### src/hw/rtl/itgd_pkg.sv
`default_nettype none
package itgd_pkg;
    localparam logic [24:0] ACC_K = 25'd822922;
    localparam logic [24:0] HP_A = 25'd16620571;
    localparam logic [24:0] HP_P = 25'd16463926;
    localparam logic [24:0] HALF_T = 25'd83886;
    localparam logic signed [47:0] MAX48 = 48'sh7FFF_FFFF_FFFF;
    localparam logic signed [47:0] MIN48 = 48'sh8000_0000_0000;

    typedef enum logic [2:0] {
        CFG_FIRST_X  = 3'd0,
        CFG_FIRST_Y  = 3'd1,
        CFG_SECOND_X = 3'd2,
        CFG_SECOND_Y = 3'd3,
        CFG_BAND     = 3'd4,
        CFG_THIRD_X  = 3'd5,
        CFG_THIRD_Y  = 3'd6,
        CFG_CALIB    = 3'd7
    } t_cfg_idx;

    // detector step as shown on the result word
    typedef enum logic [1:0] {
        STEP_IDLE   = 2'd0,
        STEP_FIRST  = 2'd1,
        STEP_SECOND = 2'd2,
        STEP_DETECT = 2'd3
    } t_step;

    // one accepted sample waiting for the back end
    typedef struct packed {
        logic signed [15:0] ax;
        logic signed [15:0] ay;
        logic [31:0]        tick;
    } t_item;

    // result word
    typedef struct packed {
        logic signed [31:0] rel_x;
        logic signed [31:0] rel_y;
        logic [1:0]         step;
        logic               pulse;
        logic               pending;
    } t_res;

    function automatic logic signed [47:0] sat48(input logic signed [63:0] x);
        if (x > 64'(MAX48)) return MAX48;
        if (x < 64'(MIN48)) return MIN48;
        return x[47:0];
    endfunction
endpackage
`default_nettype wire

### src/hw/rtl/itgd_front.sv
`default_nettype none
// sample intake: masks failed reads and queues up to two samples
module itgd_front #(
    parameter int ACCEL_BITS = 16
) (
    input  wire logic                 i_clk,
    input  wire logic                 i_rst_n,
    input  wire logic                 i_push,
    output logic                      o_full,
    input  wire logic signed [15:0]   i_ax,
    input  wire logic signed [15:0]   i_ay,
    input  wire logic                 i_ok,
    input  wire logic [31:0]          i_tick,
    output logic                      o_valid,
    output itgd_pkg::t_item           o_item,
    input  wire logic                 i_take
);
    import itgd_pkg::*;
    t_item r_q [2];
    logic [1:0] r_cnt;
    logic r_rd, r_wr;
    t_item n_it;
    logic wr_en, rd_en;

    function automatic logic signed [15:0] clip(input logic signed [15:0] a);
        logic signed [ACCEL_BITS-1:0] t;
        t = a[ACCEL_BITS-1:0];
        return 16'(t);
    endfunction

    always_comb begin
        n_it.ax = i_ok ? clip(i_ax) : '0;
        n_it.ay = i_ok ? clip(i_ay) : '0;
        n_it.tick = i_tick;
    end
    assign o_full = r_cnt[1];
    assign wr_en = i_push && !o_full;
    assign o_valid = r_cnt != 2'd0;
    assign rd_en = i_take && o_valid;
    assign o_item = r_q[r_rd];

    always_ff @(posedge i_clk) begin
        if (wr_en) r_q[r_wr] <= n_it;
        if (!i_rst_n) begin
            r_cnt <= '0; r_rd <= 1'b0; r_wr <= 1'b0;
        end else begin
            if (wr_en) r_wr <= ~r_wr;
            if (rd_en) r_rd <= ~r_rd;
            r_cnt <= r_cnt + 2'(wr_en) - 2'(rd_en);
        end
    end
endmodule
`default_nettype wire

### config.mk
export PLATFORM = sky130hd
export DESIGN_NAME = itgd_front
export DESIGN_NICKNAME = d
export VERILOG_FILES = /design/src/hw/rtl/itgd_pkg.sv /design/src/hw/rtl/itgd_front.sv
export SDC_FILE = /design/constraint.sdc
export NUM_CORES = 1
export LEC_CHECK = 0
export ABC_CLOCK_PERIOD_IN_PS = 9720
export BUFFER_PORTS_ARGS = -buffer_cell sky130_fd_sc_hd__buf_2
export CORE_AREA = 3 3 151 153
export DETAILED_ROUTE_END_ITERATION = 8
export DIE_AREA = 0 0 154 156
export SYNTH_ARGS = -nofsm -noshare
export SYNTH_HDL_FRONTEND = slang
export SYNTH_SLANG_ARGS = --single-unit
### constraint.sdc
create_clock -name i_clk -period 9.72 [get_ports i_clk]
set_input_delay 2.43 -clock i_clk [delete_from_list [all_inputs] [get_ports i_clk]]
set_output_delay 2.43 -clock i_clk [all_outputs]
set_load 0.005 [all_outputs]
# Word-level counts from Yosys, hierarchy flattened
# Memories as Yosys holds them, arrays and structs flattened. A register that Yosys moved wholly into a read port is not among the register bits.
# Cells that the tools add are included.
# totals
ff_bits	4
elab_cells	18
output_inout_bits	66
inputBits	69
mem_bits_rw	128
mem_count	1
# classes
addsub	2
n_mux	6
n_reduce_logical	4
bitwise_logic	2
# memory_table
memory	words	width	read_ports	rd_clocked_by_memory_dff	write_ports	line_no	rtl
r_q	2	64	1	1	1	itgd_front.sv:19	t_item r_q [2];
# op_table
operator	n
16-bit two-way mux	2
1-bit two-way mux	4
2-bit by 1-bit adder with 2-bit output	1
1-bit logical AND	2
1-bit NOT	2
2-bit nonzero test	1
2-bit by 1-bit subtractor with 2-bit output	1
1-bit logical NOT	1

# Depth between registers and ports, before layout
# Gate-level depths: netlist (run 1).
# logic_depth
depth_word	4
mapped_depth	6
depth_no_buf	6

# Least setup slack after synthesis (run 1)
# OpenSTA, ideal clock, no wires.
# synth_path
path_type	input -> register
start	in i_push
end	mem r_q[0][0] (netlist bit) (enable)
setup_slack_ns	4.002
stages	2
t_arrival_ns	5.230
t_required_ns	9.232
setup_ns	0.488
path_buffers	0
path_cell_list	nand2b_1 -> nor2_1
# synth_via
elab_chain_cells	3
# synth_rtl
element	line_no	rtl
start, declared	itgd_front.sv:8	input wire logic i_push,
1-bit logical AND	itgd_front.sv:37	assign wr_en = i_push && !o_full;
1-bit two-way mux	itgd_front.sv:43	if (wr_en) r_q[r_wr] <= n_it;
1-bit two-way mux (not written as such)	itgd_front.sv:43	
end, declared	itgd_front.sv:19	
# No other way between the ends.

==> results of run 1 <==
-- per-layer routing --
metal,wire length [um],up-vias,part of all wire
met2,4969,99,0.47
met1,4544,1313,0.43
met3,856,16,0.081
li1,-,1281,-
met4,142,2,0.013
met5,13,-,0.0012
-- stage by stage --
stage	setup slack (ns)	instance area, um2	total power (uW)	utilization	cells
after floorplan	4.002	5380	947.0	-	261
after global placement	5.315	6300	1033	0.2905	668
after detailed placement	5.224	6300	1041	0.2905	668
after CTS	4.867	6862	1656	0.3164	698
after global routing	4.784	6862	1709	0.3164	698
final	4.946	6862	1624	0.3164	698
-- registers in the layout, summed over array words and instances (netlist names), named ones only --
name   count
r_cnt      2
r_wr       1
r_rd       1
r_q      128
-- worst max path at each step --
stage	start	end	slack [ns]	cells after the start
2_1_floorplan	i_push	r_q[0][0]	4.00	2
3_3_place_gp	i_push	r_q[0][30]	5.32	4
3_5_place_dp	i_push	r_q[0][30]	5.22	4
4_1_cts	flip-flop	o_item[2]	4.87	3
5_1_grt	flip-flop	o_item[0]	4.78	3
6_report	flip-flop	o_item[2]	4.95	3
-- logic make-up (layout without fill, tap and decap cells) --
family / Yosys count / in the layout / synth area share
AOI/OAI and AO/OA: 5 / 5 / 0.005582
xor gates and xnor gates: 1 / 1 / 0.001628
adders and majority gates: 1 / 1 / 0.002325
buffers and inverters: 11 / 168 / 0.02721
and+or+nand+nor: 46 / 46 / 0.05442
muxes: 64 / 64 / 0.1758
DFF: 133 / 133 / 0.7330
-- worst max-delay path, stage by stage (launching register included) --
cell and delay (ns):
dfxtp_4 0.70, buf_4 0.66, mux2_2 0.41, buf_2 0.13
-- cell usage after synthesis --
master | number | area (um2)
a21o_1 | 1 | 7.510
and2_1 | 36 | 225.2
and3b_1 | 1 | 8.760
and4bb_1 | 1 | 12.51
buf_12 | 6 | 120.1
buf_6 | 1 | 11.26
clkbuf_1 | 3 | 11.26
dfxtp_1 | 5 | 100.1
edfxtp_1 | 128 | 3844
ha_1 | 1 | 12.51
inv_1 | 1 | 3.750
mux2_2 | 4 | 45.04
mux2_4 | 60 | 900.9
nand2_1 | 1 | 3.750
nand2b_1 | 1 | 6.260
nor2_1 | 2 | 7.510
nor2b_1 | 2 | 12.51
nor3_2 | 1 | 10.01
o21a_1 | 1 | 7.510
o21ai_0 | 2 | 10.01
o21ai_1 | 1 | 5.000
or2_2 | 1 | 6.260
xnor2_1 | 1 | 8.760
-- area by class of cell --
class	instances	area, um2	area share
tap	280	350.3	0.05106
inverter	1	3.754	0.0005470
clock inverter	13	136.4	0.01988
clock buffer	17	425.4	0.06200
timing repair buffer	137	693.2	0.1010
multi-input combinational	117	1305	0.1902
sequential	133	3948	0.5753
-- power by group --
| part | switching [uW] | internal (uW) |
|---|---|---|
| logic | 123 | 169 |
| clock network | 232 | 373 |
| registers | 32.4 | 695 |
-- cells in the final DEF (no fill, tap or decap) --
cell type | netlist | routed
ha_1 | 1 | 1
o21ai_0 | 2 | 2
and2_1 | 36 | 36
clkinvlp_4 | 0 | 7
nand2_1 | 1 | 1
or2_2 | 1 | 1
and4bb_1 | 1 | 1
nor3_2 | 1 | 1
o21a_1 | 1 | 1
xnor2_1 | 1 | 1
mux2_2 | 4 | 4
clkbuf_16 | 0 | 17
buf_4 | 0 | 3
mux2_4 | 60 | 60
bufinv_16 | 0 | 2
inv_6 | 0 | 1
and3b_1 | 1 | 1
a21o_1 | 1 | 1
buf_2 | 0 | 134
dfxtp_4 | 0 | 1
dfxtp_1 | 5 | 4
nand2b_1 | 1 | 1
o21ai_1 | 1 | 1
clkinv_2 | 0 | 3
edfxtp_1 | 128 | 128
nor2_4 | 0 | 2
inv_1 | 1 | 1
nor2b_1 | 2 | 2
==> flow_summary.toml, run 1 <==
[power_and_ir_drop]
ir_worst_vdd_mv = 0.1086
p_leak_uw = 0.002658
powerDensity_mw_per_mm2 = 236.7

[drt]
via_per_inst = 3.884
post_drt_wl_per_cell_um = 15.08
ant_nets = 0
dr.pass1.iters = 4
num_vias = 2711
routed_wl_mm = 10.53
drt_iter0_markers = 88
drc = 0

[logic_synthesis]
synth_fp_nets = 331
synth_warnings = 0
syn_area_per_cell_um2 = 20.61
ys_seq_elements = 133
netlist_area_mm2 = 0.005380
synth_cell_types = 23
syn_inst = 261
yosysSeqAreaShare = 0.7330

[timing]
holdWs_ns = 0.5802
finalSetupTns_ns = 0
maxSlewHeadroom = 0.3901
max_freq_mhz = 209.5
tightest_slew_ns = 0.9127
setup_viol = 0
min_period_ns = 4.774
clock_skew_ns = 0.007491
rsz0062_at_grt = "false"
min_period_over_period = 0.4911
final_max_slew_viol_count = 0
final_hold_viol_count = 0

[setup_path]
rr_worst_depth = 3
r2r_end = "r_q[0][56]"
required_ns = 7.29
worst-path-max-fanout = 36
crit_arrival_ns = 2.34
cp-start-kind = "flip-flop"
critPathKind = "flip-flop to output pin"
crit_path_end_kind = "output pin"
r2r_slack_ns = 7.38
rr_startpoint = "r_cnt[1]"

[placement]
place_hpwl_mm = 7.105
gp_congestion = 0.7115
port_buffers = 134

[cts]
htree_levels = 4
clk_path_buf_depth = 2
clkTransAtPathRegs_ns = 0.06
numCtsBuffers = 17
cts_tree = "yes"
cts_resized = 0
post_cts_buffers = 0
clock_sinks = 133
cts_hold_buffers = 0
cts-root-buf = "clkbuf_16"
clkLatencyLatePin_ns = 0.41

[job]
cap_viol_max_count = 0

[final_layout]
nFillCells = 2131
layout.nets = 477
areaGrowthSynthToFinish_pct = 27.53
drive_gt1_frac = 0.5646
diodes = 0

[global_routing]
grt_pass1_vias = 2995
antenna_found_initial = 1
grt_usage = 0.09036
use_met3 = 0.03856
met1_usage = 0.1109
grt_pass1_wl_mm = 16.39
groute.layer.met2.usage = 0.1423
busiest_layer = "met2"
grt_overflow = 0
grt_max_degree = 37

[worst_hold_path]
hp-class = "flip-flop to flip-flop"
hold_start = "r_rd"
hold_depth = 2

[die]
start_util = 0.2481
die_h_um = 156
ioPinCount = 135
num_rows = 54
dieArea_mm2 = 0.02402
die_w_um = 154
core_area_mm2 = 0.02169

[status]
status = "finished clean"
Note: power is estimated with default switching activity, not from simulation.
==> inputs of run 2 (changes only) <==
Settings changed: ABC_AREA from default to 1, ABC_CLOCK_PERIOD_IN_PS 9720 to 4400.
Clock period 9.72 ns to 4.4 ns, I/O delays scaled along.
==> run 2 against run 1 <==
Critical path depth stayed put. Synthesized area is 0.35% higher. Die area stayed put. Synthesized cell count is 14% higher. Routed wire length is 5.8% higher.
==> flow_summary.toml, run 2 <==
[timing]
tightest_slew_ns = 0.9849
worst_slack_ns = 1.099
holdWs_ns = 0.4722
setup_viol = 0
max_freq_mhz = 302.9
min_period_ns = 3.301
final_hold_viol_count = 0
final_max_slew_viol_count = 0
rsz0062_at_grt = "false"
clock_skew_ns = 0.01052
finalSetupTns_ns = 0
min_period_over_period = 0.7503
maxSlewHeadroom = 0.3434

[logic_synthesis]
synth-edff-count = 128
synth_warnings = 0
netlist_area_mm2 = 0.005399
ys_seq_elements = 133
yosysSeqAreaShare = 0.7305
synth_cell_types = 16
synth_area_leaders = "edfxtp_1, mux2_4, inv_1"
synth_fp_nets = 367
yosysTopAreaCell = "edfxtp_1"
synth-async-reset-ratio = 0
synth_ff_type = "edfxtp_1"
synth.top_cell.area_share = 0.7119
synthTopCellsByCount = "edfxtp_1, mux2_4, inv_1"
yosysMostFrequentCell = "edfxtp_1"
syn_area_per_cell_um2 = 18.18
syn_inst = 297

[cts]
clkTransAtPathRegs_ns = 0.05
clk_path_buf_depth = 2
numCtsBuffers = 17
post_cts_buffers = 0
htree_levels = 4
cts_resized = 0
clock_sinks = 133
clkLatencyLatePin_ns = 0.41
cts_tree = "yes"
cts_hold_buffers = 0
cts-root-buf = "clkbuf_16"

[global_routing]
grt_overflow = 0
grt_pass1_vias = 3167
grt_max_degree = 52
grt_usage = 0.09382
antenna_found_initial = 0
grt_pass1_wl_mm = 17.06

[drt]
post_drt_wl_per_cell_um = 15.11
num_vias = 2870
via_per_inst = 3.894
dr.pass1.iters = 4
routed_wl_mm = 11.14
drt_iter0_markers = 87
drc = 0
ant_nets = 0

[placement]
port_buffers = 134
post-place-ws_ns = 1.456
place_hpwl_mm = 7.483
postPlaceCellArea_mm2 = 0.006347
gp_congestion = 0.6918

[setup_path]
crit_arrival_ns = 2.20
worst-path-max-fanout = 51
crit_path_end_kind = "output pin"
critPathKind = "flip-flop to output pin"
cp-start-kind = "flip-flop"
required_ns = 3.30

[die]
die_h_um = 156
start_util = 0.2489
ioPinCount = 135
dieArea_mm2 = 0.02402
num_rows = 54
core_area_mm2 = 0.02169
die_w_um = 154

[power_and_ir_drop]
powerDensity_mw_per_mm2 = 560.0
p_total_uw = 3875
p_leak_uw = 0.002927
ir_worst_vdd_mv = 0.2412

[final_layout]
largest_reg_flops = 128
postLayoutCellArea_mm2 = 0.006920
layout_common_cells = "buf_2, edfxtp_1, mux2_4"
drive_gt1_frac = 0.5055
nFillCells = 2156
reg_top3 = "r_q (128), r_cnt (2)"
final_common_cell = "buf_2"
layout.nets = 514
areaGrowthSynthToFinish_pct = 28.18
diodes = 0
top_register = "r_q"

[job]
cap_viol_max_count = 0

[status]
status = "finished clean"

[worst_hold_path]
hp-class = "flip-flop to flip-flop"
==> run 2: cell count changes in the layout (fill, tap and decap cells not counted), moves of 2 or more <==
cell        previous run  this run
a21oi_1                0         4
and2_1                36         0
buf_12                 0         2
clkbuf_1               0         3
clkinv_1               0         3
clkinvlp_4             7         2
inv_1                  1        39
nand2_1                1        38
nor2b_1                2         0
==> run 2: logic make-up after synthesis <==
family | Yosys count | synth area share
flip-flops | 133 | 0.7305
multiplexers | 64 | 0.1752
buffers and inverters | 49 | 0.05423
AND/OR/NAND/NOR | 43 | 0.03059
AO/OA/AOI/OAI | 6 | 0.005562
XOR/XNOR | 1 | 0.001623
adder cells (fa/ha/maj) | 1 | 0.002317
==> run 2: cell type report <==
class,instances,area (um2),share of cell area
inverter,39,146.4,0.02115
sequential,133,3948,0.5704
multi-input combinational,115,1177,0.1701
clock inverter,12,136.4,0.01971
tap,280,350.3,0.05062
timing repair buffer,138,725.7,0.1049
clock buffer,20,436.7,0.06310
==> run 2: final timing paths <==
| check | from | endpoint | slack (ns) | depth (start not counted) |
|---|---|---|---|---|
| worst min-delay path | r_rd | flip-flop | 0.47 | 2 |
| worst max-delay path | flip-flop | o_item[33] | 1.10 | 3 |
| worst min register to register | r_rd | flip-flop | 0.47 | 2 |
| worst max register to register | r_cnt[1] | r_q[0][52] | 2.40 | 4 |
==> run 2: critical path, cell delays in order, from the launching register on <==
cell and delay (ns):
dfxtp_4 1.00, buf_4 0.35, mux2_4 0.31, buf_2 0.13
==> run 2: metrics by stage <==
| step | std cells | util |
|---|---|---|
| 6_report | 737 | 0.3191 |
| 5_1_grt | 737 | 0.3191 |
| 4_1_cts | 737 | 0.3191 |
| 3_5_place_dp | 705 | 0.2927 |
| 3_3_place_gp | 705 | 0.2927 |
| 2_1_floorplan | 297 | - |
==> run 2: per-layer routing <==
metal	vias up	routed length, um	GRT usage	share of wire
li1	1358	-	-	-
met1	1404	4857	0.1110	0.44
met2	94	5466	0.1562	0.49
met3	14	683	0.03606	0.061
met4	0	129	0.03406	0.012
met5	-	0	0	0
==> run 2: where the power goes <==
group	leakage [uW]	total (uW)	internal, uW	switching, uW
clock network	0.000276	1380	880	503
logic	0.00140	775	448	327
registers	0.00125	1720	1600	118
total	0.00293	3880	2930	948
==> inputs of run 3 (changes only) <==
Settings changed: ABC_CLOCK_PERIOD_IN_PS 4400 to 2800.
Clock period 4.4 ns to 2.8 ns, I/O delays scaled along.
==> run 3 against run 2 <==
First-iteration DRC count down 4.6%. Critical path type unchanged. Final cell count rose by 0.27%. Critical path depth stayed put. Sequential share of layout area hardly changed. Clock skew decreased by 0.00086 ns. Via count decreased by 1.0%. Clock-buffer cell count down 3. Sequential cell count is the same. Worst hold slack improved by 0.0048 ns. Highest routed layer unchanged.
==> flow_summary.toml, run 3 (synthesis gave the netlist of run 2 again) <==
[final_layout]
layout_common_cells = "buf_2, edfxtp_1, mux2_4"
reg_top3 = "r_q (128), r_cnt (2)"
areaGrowthSynthToFinish_pct = 28.23
layout.nets = 516
final_common_cell = "buf_2"
top_register = "r_q"
postLayoutCellArea_mm2 = 0.006923
nFillCells = 2153
diodes = 0
utilization = 0.3192
final_cells = 739
largest_reg_flops = 128
drive_gt1_frac = 0.5207

[timing]
clock_skew_ns = 0.009653
final_hold_viol_count = 0
final_max_slew_viol_count = 0
maxSlewHeadroom = 0.5568
min_period_ns = 2.325
tightest_slew_ns = 0.6647
rsz0062_at_grt = "false"
min_period_over_period = 0.8302
worst_slack_ns = 0.4755
max_freq_mhz = 430.2
setup_viol = 0

[cts]
cts_hold_buffers = 0
post_cts_buffers = 0
numCtsBuffers = 17
clkLatencyLatePin_ns = 0.41
cts_tree = "yes"
clkTransAtPathRegs_ns = 0.06
clk_path_buf_depth = 2
clock_sinks = 133
htree_levels = 4
cts_resized = 0
cts-root-buf = "clkbuf_16"

[setup_path]
rr_startpoint = "r_cnt[1]"
critPathKind = "flip-flop to output pin"
crit_path_end_kind = "output pin"
required_ns = 2.10
crit_arrival_ns = 1.62
worst-path-max-fanout = 35
cp-start-kind = "flip-flop"

[die]
start_util = 0.2489
core_area_mm2 = 0.02169
die_h_um = 156
num_rows = 54
dieArea_mm2 = 0.02402
die_w_um = 154
ioPinCount = 135

[placement]
post-place-ws_ns = 0.7930
gp_congestion = 0.6827
port_buffers = 134
place_hpwl_mm = 7.096
place_inst = 707
postPlaceCellArea_mm2 = 0.006362

[drt]
routed_wl_mm = 10.26
drt_iter0_markers = 83
drc = 0
via_per_inst = 3.844
dr.pass1.iters = 4
num_vias = 2841
post_drt_wl_per_cell_um = 13.88
ant_nets = 0

[global_routing]
antenna_found_initial = 0
grt_max_degree = 38
grt_pass1_vias = 3045
grt_overflow = 0
grt_pass1_wl_mm = 15.88
grt_usage = 0.08701

[worst_hold_path]
hold_start = "r_rd"
hp-class = "flip-flop to flip-flop"

[power_and_ir_drop]
ir_worst_vdd_mv = 0.3916
powerDensity_mw_per_mm2 = 862.9
p_leak_uw = 0.002928
p_total_uw = 5974

[status]
status = "finished clean"

[job]
cap_viol_max_count = 0
[run 3: changes by cell type in the layout (fill, tap and decap cells not counted)]
cell | previous run | this run
clkinv_4 | 0 | 2
clkinvlp_4 | 2 | 3
clkbuf_1 | 3 | 0
inv_8 | 0 | 3
inv_6 | 0 | 7
clkinv_2 | 4 | 0
bufinv_16 | 3 | 0
buf_4 | 2 | 4
clkinv_1 | 3 | 0
[run 3: worst max-delay path, stage by stage, from the launching register on]
cell	delay, ns
dfxtp_4	0.39
buf_12	0.25
mux2_2	0.39
buf_2	0.13
[run 3: final cells by class]
class                           count  area [um2]  share of cell area
Sequential cell                   133        3948              0.5702
Multi-Input combinational cell    115        1177              0.1701
Timing Repair Buffer              140       740.7              0.1070
Clock inverter                     15       135.1             0.01952
Tap cell                          280       350.3             0.05061
Inverter                           39       146.4             0.02115
Clock buffer                       17       425.4             0.06145
[run 3: per-layer routing]
metal / vias up / global-route usage / share of wire
met5: - / 0 / 0
met4: 0 / 0.02902 / 0.0091
met3: 9 / 0.03800 / 0.070
met2: 100 / 0.1431 / 0.49
met1: 1367 / 0.1026 / 0.43
li1: 1365 / - / -
[run 3: metrics by stage]
| step | hold slack (ns) | setup TNS (ns) |
|---|---|---|
| after floorplan | 0.4474 | -16.25 |
| after global placement | 0.4586 | 0 |
| after detailed placement | 0.4696 | 0 |
| after CTS | 0.4511 | 0 |
| after global routing | 0.4465 | 0 |
| final | 0.4770 | 0 |
[run 3: power breakdown]
| part | internal (uW) | leakage [uW] | switching [uW] | total, uW |
|---|---|---|---|---|
| Combinational | 705 | 0.00141 | 607 | 1310 |
| Clock | 1170 | 0.000268 | 900 | 2070 |
| Sequential | 2510 | 0.00125 | 78.8 | 2590 |
| Total | 4390 | 0.00293 | 1590 | 5970 |
[run 3: worst paths after layout]
path / end / slack (ns) / cells past startpoint
min reg2reg: r_rd / 0.48 / 2
max: o_item[1] / 0.48 / 3
min: r_rd / 0.48 / 2
max reg2reg: r_q[0][19] / 1.19 / 4
